$ cat src/rtl/core/ipgs_pkg.sv
`timescale 1ns / 1ps
`default_nettype none
// ----------------------------------------------------------------------------
// ipgs_pkg
// Types, register codes and gain helpers for the gain-scheduled incremental
// PID fan controller.
// ----------------------------------------------------------------------------
package ipgs_pkg;

    localparam int FRAC_BITS_DEF = 8;

    localparam int DIST_W    = 8;
    localparam int MODE_W    = 2;
    localparam int DRIVE_W   = 8;
    localparam int ERR_W     = 10;
    localparam int CFG_IDX_W = 2;
    localparam int CFG_W     = 8;

    typedef enum logic [MODE_W-1:0] {
        MODE_OFF  = 2'd0,
        MODE_SP20 = 2'd1,
        MODE_SP30 = 2'd2,
        MODE_SP40 = 2'd3
    } mode_t;

    localparam logic [CFG_IDX_W-1:0] REG_DRIVE_FLOOR   = 2'd0;
    localparam logic [CFG_IDX_W-1:0] REG_DRIVE_CEILING = 2'd1;

    localparam logic [CFG_W-1:0] DRIVE_FLOOR_RST   = 8'd110;
    localparam logic [CFG_W-1:0] DRIVE_CEILING_RST = 8'd255;

    // Gain given in tenths, scaled to frac fraction bits, halves round up.
    function automatic int gain_q(input int tenths, input int frac);
        return ((tenths << frac) + 5) / 10;
    endfunction

    // Setpoint in cm for each mode.
    function automatic logic [DIST_W-1:0] setpoint_of(input mode_t m);
        logic [DIST_W-1:0] sp;
        case (m)
            MODE_SP20: sp = 8'd20;
            MODE_SP30: sp = 8'd30;
            MODE_SP40: sp = 8'd40;
            default:   sp = 8'd0;
        endcase
        return sp;
    endfunction

endpackage
`default_nettype wire

$ cat src/rtl/core/incremental_pid_gain_schedule.sv
`timescale 1ns / 1ps
`default_nettype none
// ----------------------------------------------------------------------------
// incremental_pid_gain_schedule
// Velocity-form PID on a distance sample with per-mode gains, producing a
// saturated 8-bit fan drive value.
// ----------------------------------------------------------------------------
// Usage:
//   Input channel (in_valid/in_ready) carries distance_cm and mode. Each
//   accepted transaction yields exactly one output transaction
//   (out_valid/out_ready) carrying drive.
//   A sample lands in the input register at the accepting edge; its result is
//   registered into drive once the output register is empty or being taken. While
//   the receiver keeps up, throughput is one sample per cycle; the limit is the
//   single pass of three constant multiplies, add and clamp that closes the
//   accumulator loop.
//   When the receiver stalls, the result is held and the input register still
//   takes one more sample; in_ready drops only with both stages full.
//   Configuration (cfg_valid/cfg_ready, always ready): index 0 is the drive
//   floor, index 1 the drive ceiling; other indexes are ignored. Write only
//   while the block is idle.
//   Reset clears both error registers and the accumulator, sets floor to 110
//   and ceiling to 255, and empties both stages.
// ----------------------------------------------------------------------------
module incremental_pid_gain_schedule #(
    parameter int FRAC_BITS = ipgs_pkg::FRAC_BITS_DEF
) (
    input  wire logic                            clk,
    input  wire logic                            rst_n,
    input  wire logic                            in_valid,
    output logic                                 in_ready,
    input  wire logic [ipgs_pkg::DIST_W-1:0]     distance_cm,
    input  wire logic [ipgs_pkg::MODE_W-1:0]     mode,
    output logic                                 out_valid,
    input  wire logic                            out_ready,
    output logic [ipgs_pkg::DRIVE_W-1:0]         drive,
    input  wire logic                            cfg_valid,
    output logic                                 cfg_ready,
    input  wire logic [ipgs_pkg::CFG_IDX_W-1:0]  cfg_index,
    input  wire logic [ipgs_pkg::CFG_W-1:0]      cfg_data
);
    import ipgs_pkg::*;

    localparam int ACC_W = DRIVE_W + FRAC_BITS;
    localparam int INC_W = FRAC_BITS + 13;
    localparam int D2_W  = ERR_W + 2;

    localparam logic signed [INC_W-1:0] KP_SP20 = INC_W'(gain_q(20, FRAC_BITS));
    localparam logic signed [INC_W-1:0] KP_SP30 = INC_W'(gain_q(19, FRAC_BITS));
    localparam logic signed [INC_W-1:0] KP_SP40 = INC_W'(gain_q(10, FRAC_BITS));
    localparam logic signed [INC_W-1:0] KI_ALL  = INC_W'(gain_q(4, FRAC_BITS));
    localparam logic signed [INC_W-1:0] KD_SP20 = INC_W'(gain_q(4, FRAC_BITS));
    localparam logic signed [INC_W-1:0] KD_SP3X = INC_W'(gain_q(3, FRAC_BITS));

    // Configuration registers
    logic [CFG_W-1:0] floor_reg;
    logic [CFG_W-1:0] ceil_reg;

    // Input stage
    logic              s1_vld_reg;
    logic [DIST_W-1:0] s1_dist_reg;
    mode_t             s1_mode_reg;

    // Controller state and result
    logic signed [ERR_W-1:0] err1_reg;
    logic signed [ERR_W-1:0] err2_reg;
    logic [ACC_W-1:0]        acc_reg;
    logic                    out_vld_reg;
    logic [DRIVE_W-1:0]      drive_reg;

    logic                    advance;
    logic                    s1_fire;
    logic                    in_fire;

    logic signed [ERR_W-1:0] e0;
    logic signed [ERR_W:0]   d1;
    logic signed [D2_W-1:0]  d2;
    logic signed [INC_W-1:0] kp_sel;
    logic signed [INC_W-1:0] ki_sel;
    logic signed [INC_W-1:0] kd_sel;
    logic signed [INC_W-1:0] inc;
    logic signed [INC_W-1:0] sum;
    logic signed [INC_W-1:0] lo;
    logic signed [INC_W-1:0] hi;
    logic signed [INC_W-1:0] clamp_lo;
    logic signed [INC_W-1:0] clamp_hi;

    logic [ACC_W-1:0]        acc_next;
    logic [DRIVE_W-1:0]      drive_next;
    logic signed [ERR_W-1:0] err1_next;
    logic signed [ERR_W-1:0] err2_next;

    assign advance   = !out_vld_reg || out_ready;
    assign s1_fire   = s1_vld_reg && advance;
    assign in_ready  = !s1_vld_reg || advance;
    assign in_fire   = in_valid && in_ready;
    assign cfg_ready = 1'b1;
    assign out_valid = out_vld_reg;
    assign drive     = drive_reg;

    // Gain schedule
    always_comb
    begin
        case (s1_mode_reg)
            MODE_SP20:
            begin
                kp_sel = KP_SP20;
                ki_sel = KI_ALL;
                kd_sel = KD_SP20;
            end
            MODE_SP30:
            begin
                kp_sel = KP_SP30;
                ki_sel = KI_ALL;
                kd_sel = KD_SP3X;
            end
            MODE_SP40:
            begin
                kp_sel = KP_SP40;
                ki_sel = KI_ALL;
                kd_sel = KD_SP3X;
            end
            default:
            begin
                kp_sel = '0;
                ki_sel = '0;
                kd_sel = '0;
            end
        endcase
    end

    // Increment, accumulate and saturate
    always_comb
    begin
        e0  = $signed({2'b00, setpoint_of(s1_mode_reg)}) - $signed({2'b00, s1_dist_reg});
        d1  = (ERR_W+1)'(e0) - (ERR_W+1)'(err1_reg);
        d2  = D2_W'(e0) - (D2_W'(err1_reg) <<< 1) + D2_W'(err2_reg);
        inc = kp_sel * INC_W'(d1) + ki_sel * INC_W'(e0) + kd_sel * INC_W'(d2);

        sum = INC_W'($signed({1'b0, acc_reg})) + inc;
        lo  = INC_W'($signed({1'b0, floor_reg, {FRAC_BITS{1'b0}}}));
        hi  = INC_W'($signed({1'b0, ceil_reg, {FRAC_BITS{1'b0}}}));

        // Floor first, then ceiling, so the ceiling wins when they cross
        clamp_lo = (sum < lo) ? lo : sum;
        clamp_hi = (clamp_lo > hi) ? hi : clamp_lo;

        if (s1_mode_reg == MODE_OFF)
        begin
            acc_next   = '0;
            drive_next = '0;
            err1_next  = err1_reg;
            err2_next  = err2_reg;
        end
        else
        begin
            acc_next   = clamp_hi[ACC_W-1:0];
            drive_next = clamp_hi[ACC_W-1:FRAC_BITS];
            err1_next  = e0;
            err2_next  = err1_reg;
        end
    end

    // Configuration writes
    always_ff @(posedge clk or negedge rst_n)
    begin
        if (!rst_n)
        begin
            floor_reg <= DRIVE_FLOOR_RST;
            ceil_reg  <= DRIVE_CEILING_RST;
        end
        else if (cfg_valid && cfg_ready)
        begin
            case (cfg_index)
                REG_DRIVE_FLOOR:   floor_reg <= cfg_data;
                REG_DRIVE_CEILING: ceil_reg  <= cfg_data;
                default:           ;
            endcase
        end
    end

    // Control and state
    always_ff @(posedge clk or negedge rst_n)
    begin
        if (!rst_n)
        begin
            s1_vld_reg  <= 1'b0;
            out_vld_reg <= 1'b0;
            err1_reg    <= '0;
            err2_reg    <= '0;
            acc_reg     <= '0;
        end
        else
        begin
            if (in_fire)
                s1_vld_reg <= 1'b1;
            else if (advance)
                s1_vld_reg <= 1'b0;

            if (s1_fire)
            begin
                out_vld_reg <= 1'b1;
                err1_reg    <= err1_next;
                err2_reg    <= err2_next;
                acc_reg     <= acc_next;
            end
            else if (out_ready)
            begin
                out_vld_reg <= 1'b0;
            end
        end
    end

    // Payload registers
    always_ff @(posedge clk)
    begin
        if (in_fire)
        begin
            s1_dist_reg <= distance_cm;
            s1_mode_reg <= mode_t'(mode);
        end
        if (s1_fire)
            drive_reg <= drive_next;
    end

    // Checks
    a_off_clears: assert property (@(posedge clk) disable iff (!rst_n)
        (s1_fire && s1_mode_reg == MODE_OFF) |=> (drive_reg == '0 && acc_reg == '0))
        else $error("off mode did not clear drive");

    a_off_holds_err: assert property (@(posedge clk) disable iff (!rst_n)
        (s1_fire && s1_mode_reg == MODE_OFF) |=> ($stable(err1_reg) && $stable(err2_reg)))
        else $error("off mode changed error history");

    a_ceiling: assert property (@(posedge clk) disable iff (!rst_n)
        (s1_fire && s1_mode_reg != MODE_OFF) |=> (drive_reg <= $past(ceil_reg)))
        else $error("drive above ceiling");

    a_floor: assert property (@(posedge clk) disable iff (!rst_n)
        (s1_fire && s1_mode_reg != MODE_OFF && floor_reg <= ceil_reg)
        |=> (drive_reg >= $past(floor_reg)))
        else $error("drive below floor");

    a_stall_full: assert property (@(posedge clk) disable iff (!rst_n)
        !in_ready |-> (s1_vld_reg && out_vld_reg && !out_ready))
        else $error("input stalled with room in the pipeline");

endmodule
`default_nettype wire
$ cat config.mk
export PLATFORM = sky130hd
export DESIGN_NAME = incremental_pid_gain_schedule
export DESIGN_NICKNAME = d
export VERILOG_FILES = /design/src/rtl/core/ipgs_pkg.sv /design/src/rtl/core/incremental_pid_gain_schedule.sv
export SDC_FILE = /design/constraint.sdc
export NUM_CORES = 1
export LEC_CHECK = 0
export ABC_AREA = 1
export BUFFER_PORTS_ARGS = -buffer_cell sky130_fd_sc_hd__buf_2
export CORE_ASPECT_RATIO = 1.75
export CORE_MARGIN = 8
export CORE_UTILIZATION = 58
export DETAILED_ROUTE_END_ITERATION = 10
export GPL_TIMING_DRIVEN = 0
export HOLD_SLACK_MARGIN = 0.03
export PLACE_DENSITY = 0.78
export SYNTH_ARGS = -nofsm -noshare
export SYNTH_HDL_FRONTEND = slang
export SYNTH_SLANG_ARGS = --single-unit
$ cat constraint.sdc
create_clock -name clk -period 15.5 [get_ports clk]
set_input_delay 1.55 -clock clk [delete_from_list [all_inputs] [get_ports clk]]
set_output_delay 1.55 -clock clk [all_outputs]
set_load 0.01 [all_outputs]
==> summary.txt, run 1 <==
Place
  – Cell Area, Placed: between 0.01 and 0.015 sq mm
  – HPWL after DPL: 29,000 um
  – GP Congestion: between 0.9 and 1
  – Port buffer count: 34

Worst setup path
  – Crit path arrival time: around 15,000 ps
  – Setup CP Type: reg2reg
  – CP Data Required Time: between 15,000 and 20,000 ps
  – Terminus of the critical flop-to-flop path: drive[1]
  – Worst path max stage delay: between 500 and 600 ps
  – Startpoint Class: flop
  – Cell count of the worst reg-to-reg path: between 70 and 80
  – Critical-path top delay cell: fa_1
  – Crit end category: flop
  – R2R Path Start: s1_mode_reg[1]
  – CP dominant cell by count: ha_1
  – Crit-path max FO: 10
  – R2r setup slk: 770 ps

Timing
  – Fin crit period: about 15,000 ps
  – Count of final hold-check violations: 0
  – Final period util: 95.0%
  – Slew HR: about 23%
  – Setup Skew: 9.80 ps
  – RSZ-0062 raised after global routing: no
  – Pins over their slew limit: 0
  – Max Freq: between 60 and 70 MHz
  – Worst Max-Slew Pin Slew: roughly 1200 ps
  – Final setup viols: 0

Clocking
  – Root buffer selected by CTS: clkbuf_16
  – Clock-pin slew on the worst setup and hold paths: about 60 ps
  – CTS HTree Levels: 3
  – Clock latency on the worst-skew pair: roughly 340 ps
  – Clk buf depth: 2
  – CTS tree: yes
  – CTS sink count: 70
  – Total CTS buffers: 9

Synthesis
  – Avg Inst Size Synth: between 8 and 9 sq um
  – Distinct cells, synth: 50
  – Yosys top cell area share: roughly 24%
  – #FFs+latches synth: 70
  – Post-synthesis sequential area ratio: between 10% and 20%
  – Synth async-reset ratio: between 70% and 80%
  – Largest cells by area after synthesis: fa_1, ha_1, inv_1
  – Area leader, netlist: fa_1
  – Syn nets: slightly above 2,000
  – Syn Std Cell Area: ~0.013 sq mm
  – Top-count cell post-synth: inv_1
  – Dominant synthesized flop cell: dfrtp_1
  – Synth Warn #: 0
  – Post-synth EDFFs: 18
  – Commonest cells in the netlist: inv_1, nand2_1, ha_1
  – Post-Synthesis Cells: around 1,600

Global routing
  – Gr usage total: 24.4%
  – Grt total ovfl: 0
  – First-pass GRT wire length: 53,100 um
  – Initial antenna violation count: 0
  – Vias in the first global route: roughly 11,000
  – Largest net degree at the start of global routing: 53

Layout
  – Share of post-route cells with drive strength above 1: slightly below 8%
  – Area Overhead vs Synth: 7.19%
  – Post-route cell area: roughly 0.014 sq mm
  – Final Util: 63.0%
  – Antenna cell count: 0
  – Max reg flops: 16
  – Layout net count: about 2,100

Status
  – Status: completed

Drt
  – Routed len/inst: around 17 um
  – Final WL: roughly 33,000 um
  – DRC violations left: 0
  – Number of routed nets with antenna violations: 0
  – Via count: roughly 11,000
  – Initial DRC count: ~430
  – Detailed Routing Iterations Pass 1: 5
  – Routed vias/inst: about 5.3

Hold path
  – Hold endpoint: err2_reg[5]
  – Hold Crit Depth: 2
  – Min-Delay Path Class: reg2reg
  – Hold Path Origin: err1_reg[5]

Floorplan
  – Die area: ~0.028 sq mm
  – I/O pin count: 36
  – Cell row count: 73
  – Die extent in x: approximately 130 um
  – Die Ht: approximately 220 um
  – Starting Density: 58.8%
  – Core area: between 0.02 and 0.025 sq mm

Run
  – MaxCap Viol Count: 0
[layout make-up]
class | instances | area [sq um]
plain buffers | 18 | 90.1
clock buffers | 11 | 275
clock inverters | 5 | 85.1
fillers | 1996 | 8380
inverters | 445 | 1670
multi-input cells | 1101 | 9740
flip-flops and latches | 70 | 1860
well taps | 300 | 375
repair buffers | 35 | 178
[cell families after synthesis]
group / count (synthesis) / synth area share [%]
compound gates: 146 / 6.09
xor+xnor: 69 / 4.54
fa+ha+maj: 390 / 45.7
buf+inv: 463 / 13.2
flops: 70 / 14.0
mux: 1 / 0.0846
other cells: 1 / 0.0282
simple gates: 494 / 16.4
[stage by stage]
step	cells	worst slack, ps	setup TNS (ps)	hold slack (ps)
4_1_cts	1984	9.53	0	481
5_1_grt	1985	10.5	0	506
2_1_floorplan	1634	2410	0	449
3_5_place_dp	1968	-549	-9030	468
6_report	1985	772	0	481
3_3_place_gp	1968	-380	-4530	459
[layout by cell type (no fill, tap or decap), types with 3 or more instances in the layout]
cell	synthesis	routed
o21ai_1	0	4
nor2_1	92	90
edfxtp_1	18	18
nand3_2	6	6
dfstp_2	13	13
clkbuf_1	13	12
inv_1	434	434
buf_2	2	36
nor3_1	14	14
and3_1	9	9
nand3_1	57	57
o21ai_2	2	4
o21ai_0	63	57
o31ai_1	3	3
nor2_4	2	3
clkbuf_16	0	11
nand3b_1	4	4
fa_1	161	161
nand2_2	20	20
or2_2	5	5
a21oi_1	54	54
xnor2_1	29	29
dfrtp_1	39	39
nand2_1	259	259
nand4_1	16	16
buf_4	2	3
o21bai_1	3	3
clkinv_1	4	3
xor2_1	40	38
o21a_1	3	3
nor2_2	2	3
ha_1	229	228
a21o_1	4	4
inv_2	7	7
[how the worst max path moves through the flow]
stage                               from       end  slack, ps
after global routing      s1_mode_reg[1]  drive[1]         10
final                     s1_mode_reg[1]  drive[1]        770
after floorplan           s1_mode_reg[0]  drive[1]       2410
after detailed placement  s1_mode_reg[0]  drive[1]       -550
after global placement    s1_mode_reg[0]  drive[1]       -380
after CTS                 s1_mode_reg[0]  drive[1]         10
[critical path, delay by kind of cell (launching register included)]
kind | cells | cell delay (ps)
adder cells (fa/ha/maj) | 18 | 7190
AND/OR/NAND/NOR | 23 | 2550
AO/OA/AOI/OAI | 14 | 2230
buffers and inverters | 13 | 1250
XOR/XNOR | 3 | 810
flip-flops | 1 | 470
[per-layer routing]
layer / track usage, % / wire length (um)
met1: 23.4 / 11000
met2: 46.1 / 18300
met3: 2.41 / 808
met4: 17.7 / 2770
met5: 0 / 0
[repair_timing]
action                     in CTS  in global routing
pin swaps                       0                  1
setup buffers                   0                  1
hold endpoints to repair        0                  0
hold buffers                    0                  0
gates resized for setup         5                 14
setup endpoints to repair      24                 24
Power of run 1 is left out: the tool's default activity adds up to more than one toggle a clock period on the data nets, which glitch-free logic cannot reach.
==> run 2, diff against run 1 <==
- ABC_AREA: 1 -> default
==> run 2 against run 1 <==
Against the previous run: wire length shrank 2.5%; maximum frequency shrank 2.7%; worst hold slack improved by 14 ps; count of clock-buffer cells in the layout fell by 2; area after synthesis is 2.0% lower; critical endpoint is now drive[5].
==> summary.txt, run 2 <==
Status
  – Status: completed

Synthesis
  – Largest cells by area after synthesis: fa_1, ha_1, inv_1
  – Top-count cell post-synth: inv_1
  – Avg Inst Size Synth: 9.10 sq um (+12%)
  – Area leader, netlist: fa_1
  – Yosys top cell area share: 24.7% (+0.48 points)
  – Post-Synthesis Cells: 1,434 (-12%)
  – Commonest cells in the netlist: inv_1, ha_1, fa_1
  – Post-synthesis sequential area ratio: 14.2% (+0.28 points)
  – Dominant synthesized flop cell: dfrtp_1
  – Post-synth EDFFs: 18 (unchanged)
  – Synth async-reset ratio: 74.3% (unchanged)
  – #FFs+latches synth: 70 (unchanged)
  – Syn nets: 1,849 (-9.8%)
  – Distinct cells, synth: 66 (+32%)
  – Synth Warn #: 0 (unchanged)
  – Syn Std Cell Area: 0.0131 sq mm (-2.0%)

Clocking
  – CTS tree: yes
  – Root buffer selected by CTS: clkbuf_16
  – CTS sink count: 70 (unchanged)
  – Total CTS buffers: 9 (unchanged)
  – Clock-pin slew on the worst setup and hold paths: 60 ps (about the same)
  – Clock latency on the worst-skew pair: 330 ps (about the same)
  – Clk buf depth: 2 (unchanged)
  – CTS HTree Levels: 3 (unchanged)

Worst setup path
  – Crit path to: drive[5]
  – Setup CP Type: reg2reg
  – CP Data Required Time: 15,590 ps (about the same)
  – R2R Path Start: s1_mode_reg[0]
  – Crit. path cell count: 61 (-14%)
  – Crit path arrival time: 15,230 ps (+400 ps)
  – R2r setup slk: 360 ps (-410 ps)
  – Bufs and invs on worst path: 11 (-2)
  – Setup crit start: s1_mode_reg[0]
  – Worst path max stage delay: 520 ps (about the same)
  – Critical-path top delay cell: fa_1
  – Crit-path max FO: 11 (+1)
  – Cell count of the worst reg-to-reg path: 61 (-14%)
  – Terminus of the critical flop-to-flop path: drive[5]
  – Crit path max-delay family: adder cells
  – Startpoint Class: flop
  – CP dominant cell by count: ha_1
  – Crit end category: flop

Drt
  – Via count: 9,855 (-6.2%)
  – Detailed Routing Iterations Pass 1: 5 (unchanged)
  – Routed len/inst: 17.9 um (+7.8%)
  – Final WL: 32,100 um (-2.5%)
  – Routed vias/inst: 5.49 (+3.7%)
  – Initial DRC count: 417 (-1.9%)
  – Number of routed nets with antenna violations: 0 (unchanged)
  – DRC violations left: 0 (unchanged)

Floorplan
  – I/O pin count: 36 (unchanged)
  – Die extent in x: 129 um (-0.86%)
  – Core area: 0.0221 sq mm (-2.6%)
  – Die area: 0.0278 sq mm (-1.8%)
  – Starting Density: 59.1% (+0.37 points)
  – Die Ht: 214 um (-0.91%)
  – Cell row count: 72 (-1.4%)

Place
  – GP Congestion: 0.964 (-1.4%)
  – Port buffer count: 34 (unchanged)
  – HPWL after DPL: 27,100 um (-6.6%)
  – Cell Area, Placed: 0.0136 sq mm (-1.9%)

Timing
  – Pins over their slew limit: 0 (unchanged)
  – Worst Max-Slew Pin Slew: 1180 ps (+21.3 ps)
  – Final period util: 97.7% (+2.7 points)
  – Slew HR: 21.5% (-1.4 points)
  – Setup Skew: 6.52 ps (-3.28 ps)
  – Fin crit period: 15,140 ps (+414 ps)
  – Max Freq: 66.0 MHz (-2.7%)
  – Count of final hold-check violations: 0 (unchanged)
  – Final setup viols: 0 (unchanged)

Layout
  – Post-route cell area: 0.0144 sq mm (+0.96%)
  – Layout net count: 1,909 (-8.9%)
  – Area Overhead vs Synth: 10.4%
  – Max reg flops: 16 (unchanged)
  – Most common cell after layout, fill and taps aside: inv_1
  – Share of post-route cells with drive strength above 1: 11.9% (+4.2 points)
  – Antenna cell count: 0 (unchanged)
  – Commonest non-fill, non-tap cells in the layout: inv_1, ha_1, fa_1

Hold path
  – Min-Delay Path Class: reg2reg

Run
  – MaxCap Viol Count: 0 (unchanged)

Global routing
  – First-pass GRT wire length: 51,500 um (-3.1%)
  – Gr usage total: 23.8% (-0.59 points)
  – Initial antenna violation count: 0 (unchanged)
  – Grt total ovfl: 0 (unchanged)
  – Vias in the first global route: 10,700 (-3.1%)
  – Largest net degree at the start of global routing: 53 (unchanged)
[run 2: cell types whose count changed after synthesis, moves of 20 or more]
cell | before | now
inv_1 | 434 | 352
nand3_1 | 57 | 16
nand2_1 | 259 | 87
xnor2_1 | 29 | 54
nand2_2 | 20 | 0
xor2_1 | 40 | 18
[run 2: worst min path at each step]
stage                 from     endpoint  depth (start not counted)  slack, ps
2_1_floorplan   acc_reg[6]   acc_reg[6]                          2        450
5_1_grt        err2_reg[6]  err2_reg[6]                          2        520
3_3_place_gp   err1_reg[7]  err2_reg[7]                          2        460
3_5_place_dp    acc_reg[6]   acc_reg[6]                          2        470
6_report       err1_reg[7]  err2_reg[7]                          2        490
4_1_cts         acc_reg[6]   acc_reg[6]                          2        490
[run 2: metrics by stage]
stage / utilization, % / hold slack, ps / worst slack [ps] / cells / setup TNS (ps)
after CTS: 63.7 / 492 / 9.51 / 1788 / 0
after global routing: 65.3 / 522 / -178 / 1795 / -2360
after global placement: 61.6 / 457 / -2120 / 1764 / -45440
final: 65.3 / 495 / 359 / 1795 / 0
after detailed placement: 61.6 / 474 / -2490 / 1764 / -54340
after floorplan: - / 448 / 1120 / 1434 / 0
[run 2: worst register-to-register path, delay by kind of cell, from the launching register on]
| kind | cells | cell delay, ps |
|---|---|---|
| compound gates | 16 | 3520 |
| xor+xnor | 2 | 290 |
| fa+ha+maj | 17 | 6350 |
| buf+inv | 11 | 1340 |
| flops | 1 | 380 |
| mux | 1 | 310 |
| simple gates | 14 | 2710 |
[run 2: layer usage]
layer / track usage, % / part of all wire (%) / vias to the layer above / wire length, um
met4: 16.7 / 8.1 / 0 / 2600
met5: 0 / 0 / - / 0
met3: 2.32 / 2.3 / 104 / 735
met2: 45.0 / 56 / 195 / 18000
met1: 23.0 / 33 / 4850 / 10700
li1: - / - / 4706 / -
[run 2: layout make-up]
type                            instances  area (sq um)
Buffer                                 21           111
Clock buffer                            9           225
Clock inverter                          7          48.8
Fill cell                            1743          7660
Inverter                              354          1330
Multi-Input combinational cell        985         10200
Sequential cell                        70          1860
Tap cell                              296           370
Timing Repair Buffer                   53           314
[run 2: cells by family (layout without fill, tap and decap cells)]
| kind of cell | after synthesis | in the layout | share of synthesized area [%] |
|---|---|---|---|
| multiplexers | 28 | 28 | 2.31 |
| AND/OR/NAND/NOR | 296 | 296 | 10.8 |
| other | 1 | 1 | 0.0287 |
| buffers and inverters | 379 | 444 | 11.0 |
| XOR/XNOR | 72 | 72 | 4.83 |
| adder cells (fa/ha/maj) | 392 | 392 | 46.8 |
| AO/OA/AOI/OAI | 196 | 196 | 9.97 |
| flip-flops | 70 | 70 | 14.2 |
[run 2: timing repair]
action / CTS / global route
hold endpoints to repair: 0 / 0
hold buffers: 0 / 0
cloned: 0 / 1
pin swaps: 8 / 21
buffers inserted: 10 / 8
gates resized for setup: 35 / 59
setup endpoints to repair: 24 / 24
Power of run 2 is left out for the same reason.
==> run 3, diff against run 2 <==
- CORE_UTILIZATION: 58 -> 65
- PLACE_DENSITY: 0.78 -> 0.86
==> run 3 against run 2 <==
Against the previous run: non-clock buffer count down 2; global-route usage up 4.5 points; critical path type unchanged; largest cell class unchanged; via count rose by 6.2%.
==> summary.txt, run 3 (same netlist as run 2, synthesis figures left out) <==
Status
  – Status: completed

Floorplan
  – Die area: 0.0251 sq mm (-9.7%)
  – I/O pin count: 36 (unchanged)
  – Cell row count: 68 (-5.6%)
  – Starting Density: 66.1% (+7.0 points)
  – Die extent in x: 123 um (-4.9%)
  – Die Ht: 203 um (-5.1%)
  – Core area: 0.0197 sq mm (-11%)

Clocking
  – Total CTS buffers: 9 (unchanged)
  – CTS tree: yes
  – Root buffer selected by CTS: clkbuf_16
  – CTS sink count: 70 (unchanged)
  – Clock-pin slew on the worst setup and hold paths: 60 ps (about the same)
  – Clk buf depth: 2 (unchanged)
  – CTS HTree Levels: 3 (unchanged)
  – Clock latency on the worst-skew pair: 330 ps (about the same)

Drt
  – Final WL: 36,700 um (+14%)
  – Via count: 10,500 (+6.2%)
  – Detailed Routing Iterations Pass 1: 6 (+1)
  – Initial DRC count: 615 (+47%)
  – Number of routed nets with antenna violations: 0 (unchanged)
  – Routed vias/inst: 6.01 (+9.4%)
  – DRC violations left: 0 (unchanged)
  – Routed len/inst: 21.0 um (+18%)

Worst setup path
  – Crit path arrival time: 15,400 ps (+170 ps)
  – R2R Path Start: s1_mode_reg[0]
  – CP Data Required Time: 15,570 ps (-20 ps)
  – Crit-path max FO: 11 (unchanged)
  – CP dominant cell by count: fa_1
  – Critical-path top delay cell: fa_1
  – Worst path max stage delay: 620 ps (+100 ps)
  – Crit end category: flop
  – Setup crit start: s1_mode_reg[0]
  – Setup CP Type: reg2reg
  – Startpoint Class: flop

Timing
  – Worst Max-Slew Pin Slew: 1190 ps (+14.9 ps)
  – Pins over their slew limit: 0 (unchanged)
  – Setup Skew: 5.68 ps (-0.844 ps)
  – Slew HR: 20.5% (-0.99 points)
  – Final period util: 98.9% (+1.2 points)
  – Fin crit period: 15,330 ps (+188 ps)
  – Count of final hold-check violations: 0 (unchanged)
  – Final setup viols: 0 (unchanged)
  – Max Freq: 65.2 MHz (-1.2%)

Global routing
  – Largest net degree at the start of global routing: 53 (unchanged)
  – Gr usage total: 28.2% (+4.5 points)
  – Grt total ovfl: 0 (unchanged)
  – Vias in the first global route: 11,300 (+5.6%)
  – Initial antenna violation count: 0 (unchanged)
  – First-pass GRT wire length: 54,600 um (+6.1%)

Layout
  – Post-route cell area: 0.0143 sq mm (-0.68%)
  – Antenna cell count: 0 (unchanged)
  – Max reg flops: 16 (unchanged)
  – Share of post-route cells with drive strength above 1: 11.8% (-0.051 points)
  – Layout net count: 1,907 (-0.10%)
  – Fillers: 1,307 (-25%)
  – Area Overhead vs Synth: 9.62%
  – Most common cell after layout, fill and taps aside: inv_1
  – Commonest non-fill, non-tap cells in the layout: inv_1, ha_1, fa_1

Place
  – HPWL after DPL: 28,000 um (+3.3%)
  – Cell Area, Placed: 0.0135 sq mm (-0.47%)
  – GP Congestion: 0.958 (-0.60%)
  – Port buffer count: 34 (unchanged)

Run
  – MaxCap Viol Count: 0 (unchanged)

Hold path
  – Hold Path Origin: err2_reg[6]
  – Min-Delay Path Class: reg2reg
run 3: changes by cell type in the layout (fill, tap and decap cells not counted), moves of 2 or more:
cell	change
ha_2	+4
ha_4	-4
clkbuf_1	+2
mux2i_1	-2
xnor2_1	-2
xnor2_2	+2
xor2_1	+2
xor2_2	-2
run 3: layer usage:
metal  global-route usage (%)  part of all wire [%]
met1                     26.6                    31
met2                     51.7                    54
met3                     3.66                   4.6
met4                     24.2                    10
met5                        0                     0
run 3: final timing paths:
kind | end | slack (ps) | cells past startpoint
worst max-delay path | drive[4] | 170 | 61
worst min-delay path | err2_reg[6] | 490 | 2
worst max register to register | drive[4] | 170 | 61
worst min register to register | err2_reg[6] | 490 | 2
max in group asynchronous | err1_reg[2] | 13310 | 1
min in group asynchronous | floor_reg[7] | 1480 | 1
run 3: metrics by stage:
stage          util, %  setup TNS, ps  instances  worst slack, ps  hold slack, ps
2_1_floorplan        -              0       1434             1120             448
3_3_place_gp      68.5         -33810       1713            -1610             463
3_5_place_dp      68.5         -40750       1713            -1920             481
4_1_cts           70.7              0       1735             49.3             497
5_1_grt           72.5          -5700       1742             -383             517
6_report          72.5              0       1742              170             495
run 3: area by class of cell:
class                           count  area, sq um  share of cell area [%]
Tap cell                          245          307                    2.14
Multi-Input combinational cell    985        10100                    70.7
Timing Repair Buffer               51          302                    2.11
Clock buffer                       11          233                    1.63
Sequential cell                    70         1860                    13.0
Buffer                             21          108                   0.752
Inverter                          354         1330                    9.29
Clock inverter                      5         58.8                   0.411
run 3: critical path, delay by kind of cell (launching register included):
kind	cells	cell delay, ps
muxes	2	720
and+or+nand+nor	10	1730
DFF	1	390
xor gates and xnor gates	2	300
buffers and inverters	10	1070
adders and majority gates	17	7000
AOI/OAI and AO/OA	20	3810
run 3: repair_timing:
item / 4_1_cts / 5_1_grt
hold buffers: 0 / 0
setup buffers: 8 / 8
hold endpoints to repair: 0 / 0
resized for setup: 24 / 65
gates cloned: 0 / 1
pin swaps: 5 / 18
setup endpoints to repair: 24 / 24
Power of run 3 is left out for the same reason.
